--- src/hw/rtl/tbb_pkg.sv ---
`default_nettype none

package tbb_pkg;

    // image geometry
    localparam int unsigned MAX_DIM = 4096;
    localparam int unsigned DIM_W   = $clog2(MAX_DIM);
    localparam int unsigned LEN_W   = DIM_W + 1;

    // trim colour slots
    localparam int unsigned TRIM_SLOTS = 4;

    // classified item queue
    localparam int unsigned Q_DEPTH = 4;
    localparam int unsigned Q_AW    = $clog2(Q_DEPTH);

    // configuration port
    localparam int unsigned CFG_IDX_W = 4;
    localparam logic [CFG_IDX_W-1:0] CFG_GRAY_LEVEL   = 4'd0;
    localparam logic [CFG_IDX_W-1:0] CFG_ALPHA_LEVEL  = 4'd1;
    localparam logic [CFG_IDX_W-1:0] CFG_MARGIN       = 4'd2;
    localparam logic [CFG_IDX_W-1:0] CFG_TRIM_ENABLE  = 4'd3;
    localparam logic [CFG_IDX_W-1:0] CFG_TRIM_COLOR_0 = 4'd4;
    localparam logic [CFG_IDX_W-1:0] CFG_TRIM_COLOR_1 = 4'd5;
    localparam logic [CFG_IDX_W-1:0] CFG_TRIM_COLOR_2 = 4'd6;
    localparam logic [CFG_IDX_W-1:0] CFG_TRIM_COLOR_3 = 4'd7;

    // reset value of the gray level: nothing is background by gray
    localparam logic [8:0] GRAY_RESET = 9'd256;

    // settings the classifier needs
    typedef struct packed {
        logic [8:0]                       gray_level;
        logic [7:0]                       alpha_level;
        logic [TRIM_SLOTS-1:0]            trim_enable;
        logic [TRIM_SLOTS-1:0][31:0]      trim_color;
    } tbb_cls_cfg_t;

    // one classified pixel
    typedef struct packed {
        logic background;
        logic row_end;
        logic frame_end;
    } tbb_item_t;

    // bounding box at frame end, before margin
    typedef struct packed {
        logic [DIM_W-1:0] left;
        logic [DIM_W-1:0] right;
        logic [DIM_W-1:0] top;
        logic [DIM_W-1:0] bottom;
        logic [LEN_W-1:0] width;
        logic [LEN_W-1:0] height;
    } tbb_box_t;

    // box after margin and clamp
    typedef struct packed {
        logic [DIM_W-1:0] left;
        logic [DIM_W-1:0] right;
        logic [DIM_W-1:0] top;
        logic [DIM_W-1:0] bottom;
    } tbb_clamp_t;

endpackage

`default_nettype wire

--- src/hw/rtl/tbb_front.sv ---
`default_nettype none

module tbb_front (
    input  wire logic                  s_tvalid,
    output logic                       s_tready,
    input  wire logic [31:0]           s_tdata,   // pixel_color
    input  wire logic                  s_tlast,   // row_end
    input  wire logic                  s_tuser,   // frame_end
    input  wire tbb_pkg::tbb_cls_cfg_t cfg,
    input  wire logic                  q_full,
    output logic                       q_push,
    output tbb_pkg::tbb_item_t         q_item
);

    logic [7:0]  alpha;
    logic [9:0]  gray_sum;
    logic [10:0] gray_limit;
    logic        by_gray;
    logic        by_alpha;
    logic        by_trim;

    // channel split
    assign alpha    = s_tdata[31:24];
    assign gray_sum = {2'b00, s_tdata[23:16]} + {2'b00, s_tdata[15:8]}
                    + {2'b00, s_tdata[7:0]};

    // average at or above threshold is the same as sum at or above three times it
    assign gray_limit = {1'b0, cfg.gray_level, 1'b0} + {2'b00, cfg.gray_level};
    assign by_gray    = ({1'b0, gray_sum} >= gray_limit);
    assign by_alpha   = (alpha <= cfg.alpha_level);

    // enabled trim colour match
    always_comb begin
        by_trim = 1'b0;
        for (int k = 0; k < tbb_pkg::TRIM_SLOTS; k++) begin
            if (cfg.trim_enable[k] && (cfg.trim_color[k] == s_tdata)) begin
                by_trim = 1'b1;
            end
        end
    end

    // accept while the queue has room
    assign s_tready          = !q_full;
    assign q_push            = s_tvalid && !q_full;
    assign q_item.background = by_gray || by_alpha || by_trim;
    assign q_item.row_end    = s_tlast;
    assign q_item.frame_end  = s_tuser;

endmodule

`default_nettype wire

--- src/hw/rtl/tbb_queue.sv ---
`default_nettype none

module tbb_queue (
    input  wire logic               aclk,
    input  wire logic               aresetn,
    input  wire logic               push,
    input  wire tbb_pkg::tbb_item_t push_item,
    output logic                    full,
    input  wire logic               pop,
    output logic                    head_valid,
    output tbb_pkg::tbb_item_t      head_item
);

    tbb_pkg::tbb_item_t           entry_reg [tbb_pkg::Q_DEPTH];
    logic [tbb_pkg::Q_AW-1:0]     wr_ptr_reg;
    logic [tbb_pkg::Q_AW-1:0]     wr_ptr_next;
    logic [tbb_pkg::Q_AW-1:0]     rd_ptr_reg;
    logic [tbb_pkg::Q_AW-1:0]     rd_ptr_next;
    logic [tbb_pkg::Q_AW:0]       count_reg;
    logic [tbb_pkg::Q_AW:0]       count_next;

    assign full       = (count_reg == (tbb_pkg::Q_AW+1)'(tbb_pkg::Q_DEPTH));
    assign head_valid = (count_reg != '0);
    assign head_item  = entry_reg[rd_ptr_reg];

    // pointer and fill level
    always_comb begin
        wr_ptr_next = push ? wr_ptr_reg + 1'b1 : wr_ptr_reg;
        rd_ptr_next = pop  ? rd_ptr_reg + 1'b1 : rd_ptr_reg;
        count_next  = count_reg;
        if (push && !pop) begin
            count_next = count_reg + 1'b1;
        end else if (pop && !push) begin
            count_next = count_reg - 1'b1;
        end
    end

    always_ff @(posedge aclk) begin
        if (!aresetn) begin
            wr_ptr_reg <= '0;
            rd_ptr_reg <= '0;
            count_reg  <= '0;
        end else begin
            wr_ptr_reg <= wr_ptr_next;
            rd_ptr_reg <= rd_ptr_next;
            count_reg  <= count_next;
        end
    end

    // storage
    always_ff @(posedge aclk) begin
        if (push) begin
            entry_reg[wr_ptr_reg] <= push_item;
        end
    end

endmodule

`default_nettype wire

--- src/hw/rtl/tbb_track.sv ---
`default_nettype none

module tbb_track (
    input  wire logic               aclk,
    input  wire logic               aresetn,
    input  wire logic               head_valid,
    input  wire tbb_pkg::tbb_item_t head_item,
    output logic                    pop,
    input  wire logic               advance,
    output logic                    box_valid,
    output tbb_pkg::tbb_box_t       box
);

    localparam logic [tbb_pkg::DIM_W-1:0] DIM_TOP = tbb_pkg::DIM_W'(tbb_pkg::MAX_DIM - 1);

    logic [tbb_pkg::DIM_W-1:0] col_cnt_reg,  col_cnt_next;
    logic [tbb_pkg::DIM_W-1:0] row_cnt_reg,  row_cnt_next;
    logic                      found_reg,    found_next;
    logic [tbb_pkg::DIM_W-1:0] min_col_reg,  min_col_next;
    logic [tbb_pkg::DIM_W-1:0] max_col_reg,  max_col_next;
    logic [tbb_pkg::DIM_W-1:0] min_row_reg,  min_row_next;
    logic [tbb_pkg::DIM_W-1:0] max_row_reg,  max_row_next;
    logic                      box_valid_reg, box_valid_next;
    tbb_pkg::tbb_box_t         box_reg,      box_next;
    logic                      fg;
    logic [tbb_pkg::DIM_W-1:0] min_col_upd, max_col_upd, min_row_upd, max_row_upd;

    assign pop       = head_valid && advance;
    assign fg        = !head_item.background;
    assign box_valid = box_valid_reg;
    assign box       = box_reg;

    // extremes including the pixel at the head
    always_comb begin
        min_col_upd = min_col_reg;
        max_col_upd = max_col_reg;
        min_row_upd = min_row_reg;
        max_row_upd = max_row_reg;
        if (fg) begin
            if (!found_reg || col_cnt_reg < min_col_reg) min_col_upd = col_cnt_reg;
            if (!found_reg || col_cnt_reg > max_col_reg) max_col_upd = col_cnt_reg;
            if (!found_reg || row_cnt_reg < min_row_reg) min_row_upd = row_cnt_reg;
            if (!found_reg || row_cnt_reg > max_row_reg) max_row_upd = row_cnt_reg;
        end
    end

    // frame state update and box capture
    always_comb begin
        col_cnt_next   = col_cnt_reg;
        row_cnt_next   = row_cnt_reg;
        found_next     = found_reg;
        min_col_next   = min_col_reg;
        max_col_next   = max_col_reg;
        min_row_next   = min_row_reg;
        max_row_next   = max_row_reg;
        box_valid_next = box_valid_reg;
        box_next       = box_reg;
        if (advance) begin
            box_valid_next = pop && head_item.frame_end;
        end
        if (pop) begin
            if (head_item.frame_end) begin
                // box of this frame, then clear for the next one
                box_next.width  = {1'b0, col_cnt_reg} + 1'b1;
                box_next.height = {1'b0, row_cnt_reg} + 1'b1;
                if (found_reg || fg) begin
                    box_next.left   = min_col_upd;
                    box_next.right  = max_col_upd;
                    box_next.top    = min_row_upd;
                    box_next.bottom = max_row_upd;
                end else begin
                    box_next.left   = col_cnt_reg;
                    box_next.right  = '0;
                    box_next.top    = row_cnt_reg;
                    box_next.bottom = '0;
                end
                col_cnt_next = '0;
                row_cnt_next = '0;
                found_next   = 1'b0;
                min_col_next = '1;
                max_col_next = '0;
                min_row_next = '1;
                max_row_next = '0;
            end else begin
                found_next   = found_reg || fg;
                min_col_next = min_col_upd;
                max_col_next = max_col_upd;
                min_row_next = min_row_upd;
                max_row_next = max_row_upd;
                if (head_item.row_end) begin
                    col_cnt_next = '0;
                    if (row_cnt_reg < DIM_TOP) row_cnt_next = row_cnt_reg + 1'b1;
                end else if (col_cnt_reg < DIM_TOP) begin
                    col_cnt_next = col_cnt_reg + 1'b1;
                end
            end
        end
    end

    always_ff @(posedge aclk) begin
        if (!aresetn) begin
            col_cnt_reg   <= '0;
            row_cnt_reg   <= '0;
            found_reg     <= 1'b0;
            min_col_reg   <= '1;
            max_col_reg   <= '0;
            min_row_reg   <= '1;
            max_row_reg   <= '0;
            box_valid_reg <= 1'b0;
        end else begin
            col_cnt_reg   <= col_cnt_next;
            row_cnt_reg   <= row_cnt_next;
            found_reg     <= found_next;
            min_col_reg   <= min_col_next;
            max_col_reg   <= max_col_next;
            min_row_reg   <= min_row_next;
            max_row_reg   <= max_row_next;
            box_valid_reg <= box_valid_next;
        end
    end

    always_ff @(posedge aclk) begin
        box_reg <= box_next;
    end

endmodule

`default_nettype wire

--- src/hw/rtl/tbb_crop.sv ---
`default_nettype none

module tbb_crop (
    input  wire logic                        aclk,
    input  wire logic                        aresetn,
    input  wire logic [tbb_pkg::DIM_W-1:0]   margin,
    input  wire logic                        box_valid,
    input  wire tbb_pkg::tbb_box_t           box,
    output logic                             advance,
    output logic                             m_tvalid,
    input  wire logic                        m_tready,
    output logic [47:0]                      m_tdata,   // crop_left, crop_top, crop_width, crop_height
    output logic                             m_tuser    // crop_valid
);

    localparam int unsigned W = tbb_pkg::DIM_W;

    logic                  clamp_valid_reg, clamp_valid_next;
    tbb_pkg::tbb_clamp_t   clamp_reg, clamp_next;
    logic                  out_valid_reg, out_valid_next;
    logic [47:0]           out_data_reg, out_data_next;
    logic                  out_flag_reg, out_flag_next;
    logic [W:0]            right_wide, bottom_wide;
    logic [W:0]            width_wide, height_wide;
    logic                  width_pos, height_pos;

    // pipeline moves when the output register is free or being taken
    assign advance  = !out_valid_reg || m_tready;
    assign m_tvalid = out_valid_reg;
    assign m_tdata  = out_data_reg;
    assign m_tuser  = out_flag_reg;

    // margin and clamp to the image
    assign right_wide  = {1'b0, box.right}  + {1'b0, margin};
    assign bottom_wide = {1'b0, box.bottom} + {1'b0, margin};

    always_comb begin
        clamp_next.left   = (box.left < margin) ? '0 : box.left - margin;
        clamp_next.top    = (box.top  < margin) ? '0 : box.top  - margin;
        clamp_next.right  = (right_wide  >= box.width)  ? W'(box.width  - 1'b1)
                                                        : right_wide[W-1:0];
        clamp_next.bottom = (bottom_wide >= box.height) ? W'(box.height - 1'b1)
                                                        : bottom_wide[W-1:0];
    end

    // crop size, zero when not positive
    assign width_pos   = clamp_reg.right  > clamp_reg.left;
    assign height_pos  = clamp_reg.bottom > clamp_reg.top;
    assign width_wide  = {1'b0, clamp_reg.right}  - {1'b0, clamp_reg.left};
    assign height_wide = {1'b0, clamp_reg.bottom} - {1'b0, clamp_reg.top};

    always_comb begin
        clamp_valid_next = clamp_valid_reg;
        out_valid_next   = out_valid_reg;
        out_data_next    = out_data_reg;
        out_flag_next    = out_flag_reg;
        if (advance) begin
            clamp_valid_next = box_valid;
            out_valid_next   = clamp_valid_reg;
            out_data_next    = {height_pos ? height_wide[W-1:0] : W'(0),
                                width_pos  ? width_wide[W-1:0]  : W'(0),
                                clamp_reg.top, clamp_reg.left};
            out_flag_next    = width_pos && height_pos;
        end
    end

    always_ff @(posedge aclk) begin
        if (!aresetn) begin
            clamp_valid_reg <= 1'b0;
            out_valid_reg   <= 1'b0;
        end else begin
            clamp_valid_reg <= clamp_valid_next;
            out_valid_reg   <= out_valid_next;
        end
    end

    always_ff @(posedge aclk) begin
        if (advance) begin
            clamp_reg <= clamp_next;
        end
        out_data_reg <= out_data_next;
        out_flag_reg <= out_flag_next;
    end

endmodule

`default_nettype wire

--- src/hw/rtl/trim_border_bounding_box.sv ---
`default_nettype none

// channel   dir  handshake            payload
// s_        in   s_tvalid/s_tready    tdata pixel_color, tlast row_end, tuser frame_end
// m_        out  m_tvalid/m_tready    tdata left/top/width/height, tuser crop_valid
// cfg_      in   cfg_valid/cfg_ready  cfg_index register, cfg_data value
//
// one pixel per clock while the queue has room; the classifier feeds a four-entry queue
// m_tvalid rises once the frame-end pixel has passed through the registered stages
// (queue, box capture, margin clamp, output register)
// aresetn is synchronous; a stalled m_ side holds the back end while the queue absorbs pixels
// cfg_ready is always high; write only while no frame is in flight

module trim_border_bounding_box (
    input  wire logic                          aclk,
    input  wire logic                          aresetn,
    input  wire logic                          s_tvalid,
    output logic                               s_tready,
    input  wire logic [31:0]                   s_tdata,   // pixel_color
    input  wire logic                          s_tlast,   // row_end
    input  wire logic                          s_tuser,   // frame_end
    output logic                               m_tvalid,
    input  wire logic                          m_tready,
    // crop_left, crop_top, crop_width, crop_height
    output logic [47:0]                        m_tdata,
    output logic                               m_tuser,   // crop_valid
    input  wire logic                          cfg_valid,
    output logic                               cfg_ready,
    input  wire logic [tbb_pkg::CFG_IDX_W-1:0] cfg_index,
    input  wire logic [31:0]                   cfg_data
);

    logic [8:0]                            gray_reg;
    logic [7:0]                            alpha_reg;
    logic [tbb_pkg::DIM_W-1:0]             margin_reg;
    logic [tbb_pkg::TRIM_SLOTS-1:0]        trim_en_reg;
    logic [tbb_pkg::TRIM_SLOTS-1:0][31:0]  trim_color_reg;
    tbb_pkg::tbb_cls_cfg_t                 cls_cfg;
    logic                                  q_full, q_push, q_pop, head_valid;
    tbb_pkg::tbb_item_t                    push_item, head_item;
    logic                                  advance, box_valid;
    tbb_pkg::tbb_box_t                     box;

    assign cfg_ready = 1'b1;

    // register file
    always_ff @(posedge aclk) begin
        if (!aresetn) begin
            gray_reg       <= tbb_pkg::GRAY_RESET;
            alpha_reg      <= '0;
            margin_reg     <= '0;
            trim_en_reg    <= '0;
            trim_color_reg <= '0;
        end else if (cfg_valid) begin
            unique case (cfg_index)
                tbb_pkg::CFG_GRAY_LEVEL:   gray_reg    <= cfg_data[8:0];
                tbb_pkg::CFG_ALPHA_LEVEL:  alpha_reg   <= cfg_data[7:0];
                tbb_pkg::CFG_MARGIN:       margin_reg  <= cfg_data[tbb_pkg::DIM_W-1:0];
                tbb_pkg::CFG_TRIM_ENABLE:  trim_en_reg <= cfg_data[tbb_pkg::TRIM_SLOTS-1:0];
                tbb_pkg::CFG_TRIM_COLOR_0: trim_color_reg[0] <= cfg_data;
                tbb_pkg::CFG_TRIM_COLOR_1: trim_color_reg[1] <= cfg_data;
                tbb_pkg::CFG_TRIM_COLOR_2: trim_color_reg[2] <= cfg_data;
                tbb_pkg::CFG_TRIM_COLOR_3: trim_color_reg[3] <= cfg_data;
                default: begin
                end
            endcase
        end
    end

    assign cls_cfg.gray_level  = gray_reg;
    assign cls_cfg.alpha_level = alpha_reg;
    assign cls_cfg.trim_enable = trim_en_reg;
    assign cls_cfg.trim_color  = trim_color_reg;

    // classifier
    tbb_front u_front (
        .s_tvalid (s_tvalid),
        .s_tready (s_tready),
        .s_tdata  (s_tdata),
        .s_tlast  (s_tlast),
        .s_tuser  (s_tuser),
        .cfg      (cls_cfg),
        .q_full   (q_full),
        .q_push   (q_push),
        .q_item   (push_item)
    );

    // queue between classifier and tracker
    tbb_queue u_queue (
        .aclk       (aclk),
        .aresetn    (aresetn),
        .push       (q_push),
        .push_item  (push_item),
        .full       (q_full),
        .pop        (q_pop),
        .head_valid (head_valid),
        .head_item  (head_item)
    );

    // row, column and extremes
    tbb_track u_track (
        .aclk       (aclk),
        .aresetn    (aresetn),
        .head_valid (head_valid),
        .head_item  (head_item),
        .pop        (q_pop),
        .advance    (advance),
        .box_valid  (box_valid),
        .box        (box)
    );

    // margin, clamp and result register
    tbb_crop u_crop (
        .aclk      (aclk),
        .aresetn   (aresetn),
        .margin    (margin_reg),
        .box_valid (box_valid),
        .box       (box),
        .advance   (advance),
        .m_tvalid  (m_tvalid),
        .m_tready  (m_tready),
        .m_tdata   (m_tdata),
        .m_tuser   (m_tuser)
    );

endmodule

`default_nettype wire

--- config.mk ---
export PLATFORM = sky130hd
export DESIGN_NAME = trim_border_bounding_box
export DESIGN_NICKNAME = d
export VERILOG_FILES = /design/src/hw/rtl/tbb_pkg.sv /design/src/hw/rtl/tbb_front.sv /design/src/hw/rtl/tbb_queue.sv /design/src/hw/rtl/tbb_track.sv /design/src/hw/rtl/tbb_crop.sv /design/src/hw/rtl/trim_border_bounding_box.sv
export SDC_FILE = /design/constraint.sdc
export NUM_CORES = 1
export LEC_CHECK = 0
export BUFFER_PORTS_ARGS = -buffer_cell sky130_fd_sc_hd__buf_2
export CAP_MARGIN = 20
export CELL_PAD_IN_SITES_DETAIL_PLACEMENT = 1
export CELL_PAD_IN_SITES_GLOBAL_PLACEMENT = 1
export CORE_MARGIN = 2
export CORE_UTILIZATION = 33
export CTS_CLUSTER_SIZE = 20
export DETAILED_ROUTE_END_ITERATION = 6
export HOLD_SLACK_MARGIN = 0.15
export PLACE_DENSITY = 0.67
export REMOVE_ABC_BUFFERS = 1
export SETUP_SLACK_MARGIN = 0.15
export SLEW_MARGIN = 20
export SYNTH_ARGS = -nofsm -noshare
export SYNTH_HDL_FRONTEND = slang
export SYNTH_HIERARCHICAL = 1
export SYNTH_SLANG_ARGS = --single-unit
export TNS_END_PERCENT = 100
--- constraint.sdc ---
create_clock -name aclk -period 7.2 [get_ports aclk]
set_input_delay 1.44 -clock aclk [delete_from_list [all_inputs] [get_ports aclk]]
set_output_delay 1.44 -clock aclk [all_outputs]
set_load 0.03 [all_outputs]
Yosys cells after proc, flatten, opt, wreduce, memory -nomap -nowiden --
Memory sizes are Yosys's and may differ from the RTL's. A register that Yosys moved wholly into a read port is not among the register bits. Index checks and enable logic that the tools add are counted.
Word-level totals: logic and storage cells 154, output and inout port bits 52, memory bits (writable) 12, bits of input ports 75, memories kept 1, register bits 415
Memory list:
- u_queue.entry_reg | words 4, width 3, read ports 1, clocked after memory_dff 1, wr ports 1, RTL line tbb_queue.sv:14 | tbb_pkg::tbb_item_t entry_reg [tbb_pkg::Q_DEPTH];
Operators by class: reduce and logical (&&, ||, !) cells 41, mux-type cells 32, add/subtract/negate cells 19, magnitude comparators 14, eq/ne operators 12
Operators by type and width (count):
- $mux W12 | 20
- $eq A32 B32 Y1 | 4
- $gt A12 B12 Y1 | 4
- $lt A12 B12 Y1 | 4
- $mux W48 | 1
- $sub A12 B12 Y12 | 4
- $add A12 B1 Y13 const B | 2
- $add A12 B12 Y13 | 2
- $ge A13 B13 Y1 | 2
- $add A12 B1 Y12 const B | 2
- $lt A12 B12 Y1 const B | 2
- $sub A12 B1 Y12 const B | 2
- $reduce_and A2 Y1 | 10
- $eq A4 B3 Y1 const B | 4
- $add A10 B9 Y11 | 1
- $ge A10 B11 Y1 | 1
- $add A10 B8 Y10 | 1
- $logic_and A1 B1 Y1 | 10
- $add A8 B8 Y9 | 1
- $eq A4 B2 Y1 const B | 2
- $le A8 B8 Y1 | 1
- $logic_or A1 B1 Y1 | 8
- $mux W1 | 7
- $logic_not A1 Y1 | 6
- 11 further kinds | 17

Depth between registers and ports, before layout --
word-level depth 7, gate-level depth with buffers 18, mapped depth without buffers 17

Hierarchy --
The synthesis kept the hierarchy.
Modules (own cells, without submodules):
- tbb_crop | times used 1, cells each 789, area an instance 7913.8 µm², seq. area each 2952.8 µm²
- tbb_track | times used 1, cells each 720, area an instance 7388.3 µm², seq. area each 3703.6 µm²
- trim_border_bounding_box | times used 1, cells each 569, area an instance 6002.0 µm², seq. area each 3223.1 µm²
- tbb_front | times used 1, cells each 330, area an instance 2676.3 µm², seq. area each 0.0 µm²
- tbb_queue | times used 1, cells each 58, area an instance 874.6 µm², seq. area each 540.5 µm²

Worst setup path after synthesis --
Ideal clock, no wire load.
kind input -> register, start in m_tready, end reg u_track/min_col_reg[10] (netlist name), data required time 7.139 ns, cell stages on the path 8, path buffers 1, setup time 0.061 ns, setup slack 0.194 ns, arrival 6.945 ns, cells stage by stage nand2b_1 nand2_1 inv_1 nand2_1 inv_1 nor2_1 clkbuf_1 nand2_1
On the way: word-level cells in the longest chain between the ends 2
Ends and longest elaborated chain:
- start: declaration | RTL line trim_border_bounding_box.sv:23 | input wire logic m_tready,
- $logic_or A1 B1 Y1 | RTL line tbb_crop.sv:28 | assign advance = !out_valid_reg || m_tready;
- $logic_and A1 B1 Y1 | RTL line tbb_track.sv:28 | assign pop = head_valid && advance;
- net q_pop | RTL line trim_border_bounding_box.sv:39 | logic q_full, q_push, q_pop, head_valid;
- end signal: assignment | RTL line tbb_track.sv:114 | min_col_reg <= min_col_next;
- end: declaration | RTL line tbb_track.sv:19 | logic [tbb_pkg::DIM_W-1:0] min_col_reg, min_col_next;
The timed path passes the listed nets, and every way through them passes these cells. A chain may end at the register's enable or synchronous reset.

==> metrics.md <==
| Metric | Value |
|---|---|
| Routability cong. | `0.875` |
| # IOs | `127` |
| Final min period | `4490 ps` |
| Mean Syn Cell Area | `10.1 um2` |
| Clk Latency, worst-skew pair | `600 ps` |
| Final setup violating endpoints | `0` |
| Htree depth | `2` |
| CTS tree | `built` |
| VDD IR max | `0.212 mV` |
| Yosys warns | `6` |
| Overall power | `10.2 mW` |
| Antenna Nets Post-Route | `0` |
| Worst Setup End Kind | `register` |
| Setup bufs post-CTS | `0` |
| Crit Path Category | `input pin to register` |
| Clock root buffer | `clkbuf_16` |
| Post-Syn Instances | `2,466` |
| Initial antenna violation count | `0` |
| P per Cell Area | `363 mW/mm2` |
| Relative slew slack | `34.8%` |
| GRT Total Usage | `18.1%` |
| Slew @ Worst Pin | `970 ps` |
| Die ar. | `0.0775 mm2` |
| Clock sink count | `429` |
| Final clock skew | `27.0 ps` |
| Static Leak | `12.0 nW` |
| Global route overflow | `0` |
| Routed length per instance | `20.1 um` |
| Worst EP required | `7500 ps` |
| Cts bufs inserted | `50` |
| Drt total wl | `71,500 um` |
| Port buffer count | `125` |
| Final net count | `2,833` |
| Post-DP HPWL | `53,300 um` |
| Yosys cell types | `84` |
| DR vias | `18,328` |
| Final Hold Fails | `0` |
| Remaining DRCs | `0` |
| Chip Height | `278 um` |
| Hold depth | `0` |
| Register bit total from synthesis | `429` |
| Worst-path maximum fanout | `5` |
| Max-slew violations | `0` |
| Clock Pin Slew Worst Setup and Hold Paths | `60 ps` |
| MaxCap Viol Count | `0` |
| Final Cycle Share | `62.3%` |
| Ys flop type | `dfxtp_1` |
| Max reg flops | `128` |
| RSZ-0062 raised after global routing | `no` |
| Pin count of the biggest net entering global routing | `97` |
| Netlist Area Pre-Place | `0.0249 mm2` |
| Fraction of layout cells with a size suffix above 1 | `12.2%` |
| Type of the worst min-delay path | `register to register` |
| Post-CTS Hold Buffers | `0` |
| First-pass GRT wire length | `111,000 um` |
| Vias in the first global route | `19,500` |
| Core area | `0.0744 mm2` |
| Starting Density | `33.4%` |
| CTS max path bufs | `3` |
| Routed vias/inst | `5.14` |
| Chip Width | `278 um` |
| R2R cell count | `12` |
| Sequential fraction of the synthesis area | `41.9%` |
| Setup crit start kind | `input pin` |
| Worst Hold Margin | `447 ps` |
| Synth async-reset ratio | `0%` |
| Number of flops mapped to enable cells by yosys | `183` |
| Post_cts resized | `0` |
| # rows | `100` |
| CP Data Arrival Time | `4790 ps` |
| FMAX | `0.223 GHz` |
| Status | `complete, no violations` |
| Area Overhead vs Synth | `12.5%` |
| 1st-pass router iterations | `5` |
| Initial drt markers | `791` |
worst max-delay path, cell delays in order:
cell	delay, ps
buf_2	180
inv_1	90
fa_1	480
inv_1	80
ha_1	170
inv_1	50
fa_1	390
and2b_1	210
o21ai_1	70
a21boi_0	230
o21ai_0	120
a21boi_0	250
nor2_1	90
ha_1	300
o2111a_1	140
o41ai_1	70
a221o_1	250
nand4_1	170
stage by stage:
stage | setup slack (ps) | setup TNS [ps] | cells | area (um2) | util, %
floorplan | -641 | -12690 | 2360 | 24200 | -
global placement | 2170 | 0 | 3471 | 26200 | 35.2
detailed placement | 2120 | 0 | 3471 | 26200 | 35.2
CTS | 2750 | 0 | 3563 | 27900 | 37.5
global route | 2390 | 0 | 3563 | 27900 | 37.5
finish | 2710 | 0 | 3564 | 28000 | 37.5
worst paths after layout:
kind              slack [ps]            startpoint                 endpoint
setup / recovery        2710            s_tdata[1]  u_queue/entry_reg[2][2]
hold / removal           450  u_crop/clamp_reg[39]        u_crop/m_tdata[3]
setup reg to reg        3100         margin_reg[0]      u_crop/clamp_reg[9]
hold reg to reg          450  u_crop/clamp_reg[39]        u_crop/m_tdata[3]
per-layer routing:
layer / global-route usage [%] / share of wire (%) / up-vias / routed length (um)
met2: 31.4 / 48 / 272 / 34500
met5: 0 / 0 / - / 0
met4: 5.49 / 2.7 / 0 / 1930
li1: - / - / 8868 / -
met3: 2.05 / 3.1 / 103 / 2240
met1: 23.7 / 46 / 9085 / 32900
power breakdown:
group | switching, mW | internal [mW]
sequential | 0.298 | 3.26
clock | 1.08 | 1.56
combinational | 2.45 | 1.50
final cells by class:
type	count	area, um2
Clock inverter	26	345
Timing Repair Buffer	142	759
Multi-Input combinational cell	1756	13200
Clock buffer	66	1370
Sequential cell	429	10400
Tap cell	969	1210
Inverter	175	657
Antenna cell	1	2.50
Fill cell	8369	46500
synth_stat cells, types with 5 or more instances:
| library cell | count | share of area (%) |
|---|---|---|
| ha_1 | 187 | 9.4 |
| nor3b_1 | 11 | 0.33 |
| buf_4 | 13 | 0.39 |
| mux2_4 | 10 | 0.60 |
| a32o_1 | 7 | 0.28 |
| nand4_1 | 24 | 0.60 |
| nor2_1 | 87 | 1.3 |
| buf_1 | 5 | 0.076 |
| inv_1 | 175 | 2.6 |
| o211ai_1 | 34 | 1.0 |
| o21ai_0 | 48 | 0.97 |
| and3_1 | 16 | 0.40 |
| buf_6 | 17 | 0.77 |
| a21boi_0 | 9 | 0.27 |
| nand2_1 | 359 | 5.4 |
| edfxtp_1 | 183 | 22 |
| o21bai_1 | 10 | 0.30 |
| or3_1 | 8 | 0.20 |
| o21a_1 | 20 | 0.60 |
| and2_1 | 18 | 0.45 |
| a21oi_1 | 70 | 1.4 |
| clkbuf_1 | 53 | 0.80 |
| a22o_1 | 24 | 0.85 |
| mux2i_1 | 196 | 7.9 |
| nor2b_1 | 23 | 0.58 |
| fa_1 | 17 | 1.4 |
| or2_2 | 5 | 0.13 |
| nand3_1 | 39 | 0.79 |
| a211oi_1 | 13 | 0.39 |
| a41oi_1 | 6 | 0.21 |
| a21o_1 | 31 | 0.94 |
| mux2_2 | 32 | 1.4 |
| xor2_1 | 151 | 5.3 |
| o22ai_1 | 8 | 0.20 |
| nor4_1 | 38 | 0.96 |
| nor3_1 | 56 | 1.1 |
| a31oi_2 | 5 | 0.25 |
| a31oi_1 | 22 | 0.55 |
| nand2b_1 | 24 | 0.60 |
| buf_2 | 15 | 0.30 |
| o21ai_1 | 6 | 0.12 |
| xnor2_1 | 65 | 2.3 |
| dfxtp_1 | 246 | 20 |
cell families (layout without fill, tap and decap cells):
| group | Yosys count | after routing | synth area share, % |
|---|---|---|---|
| xor+xnor | 216 | 216 | 7.61 |
| buf+inv | 281 | 409 | 5.23 |
| other cells | 1 | 2 | 0.0151 |
| mux | 241 | 241 | 10.2 |
| compound gates | 361 | 361 | 10.2 |
| flops | 429 | 429 | 41.9 |
| fa+ha+maj | 204 | 204 | 10.8 |
| simple gates | 733 | 733 | 14.0 |
cell usage in the layout (no fill, tap or decap), drive strengths merged, types with 9 or more instances in the layout:
master and n:
or3 9, nor3 58, buf 142, xor2 151, and2 18, a22o 24
dfxtp 246, o21a 20, nor4 39, a21boi 11, nor3b 16, a21oi 72
inv 180, clkinv 10, o21ai 55, nand2 360, edfxtp 183, nand2b 24
nor2b 23, xnor2 65, clkbuf 66, mux2 42, o211ai 36, and3 16
a31oi 27, a211oi 14, o21bai 10, a21o 32, nand4 24, fa 17
nand3 40, ha 187, mux2i 196, nor2 88
Power figures use the tool's default switching activity.
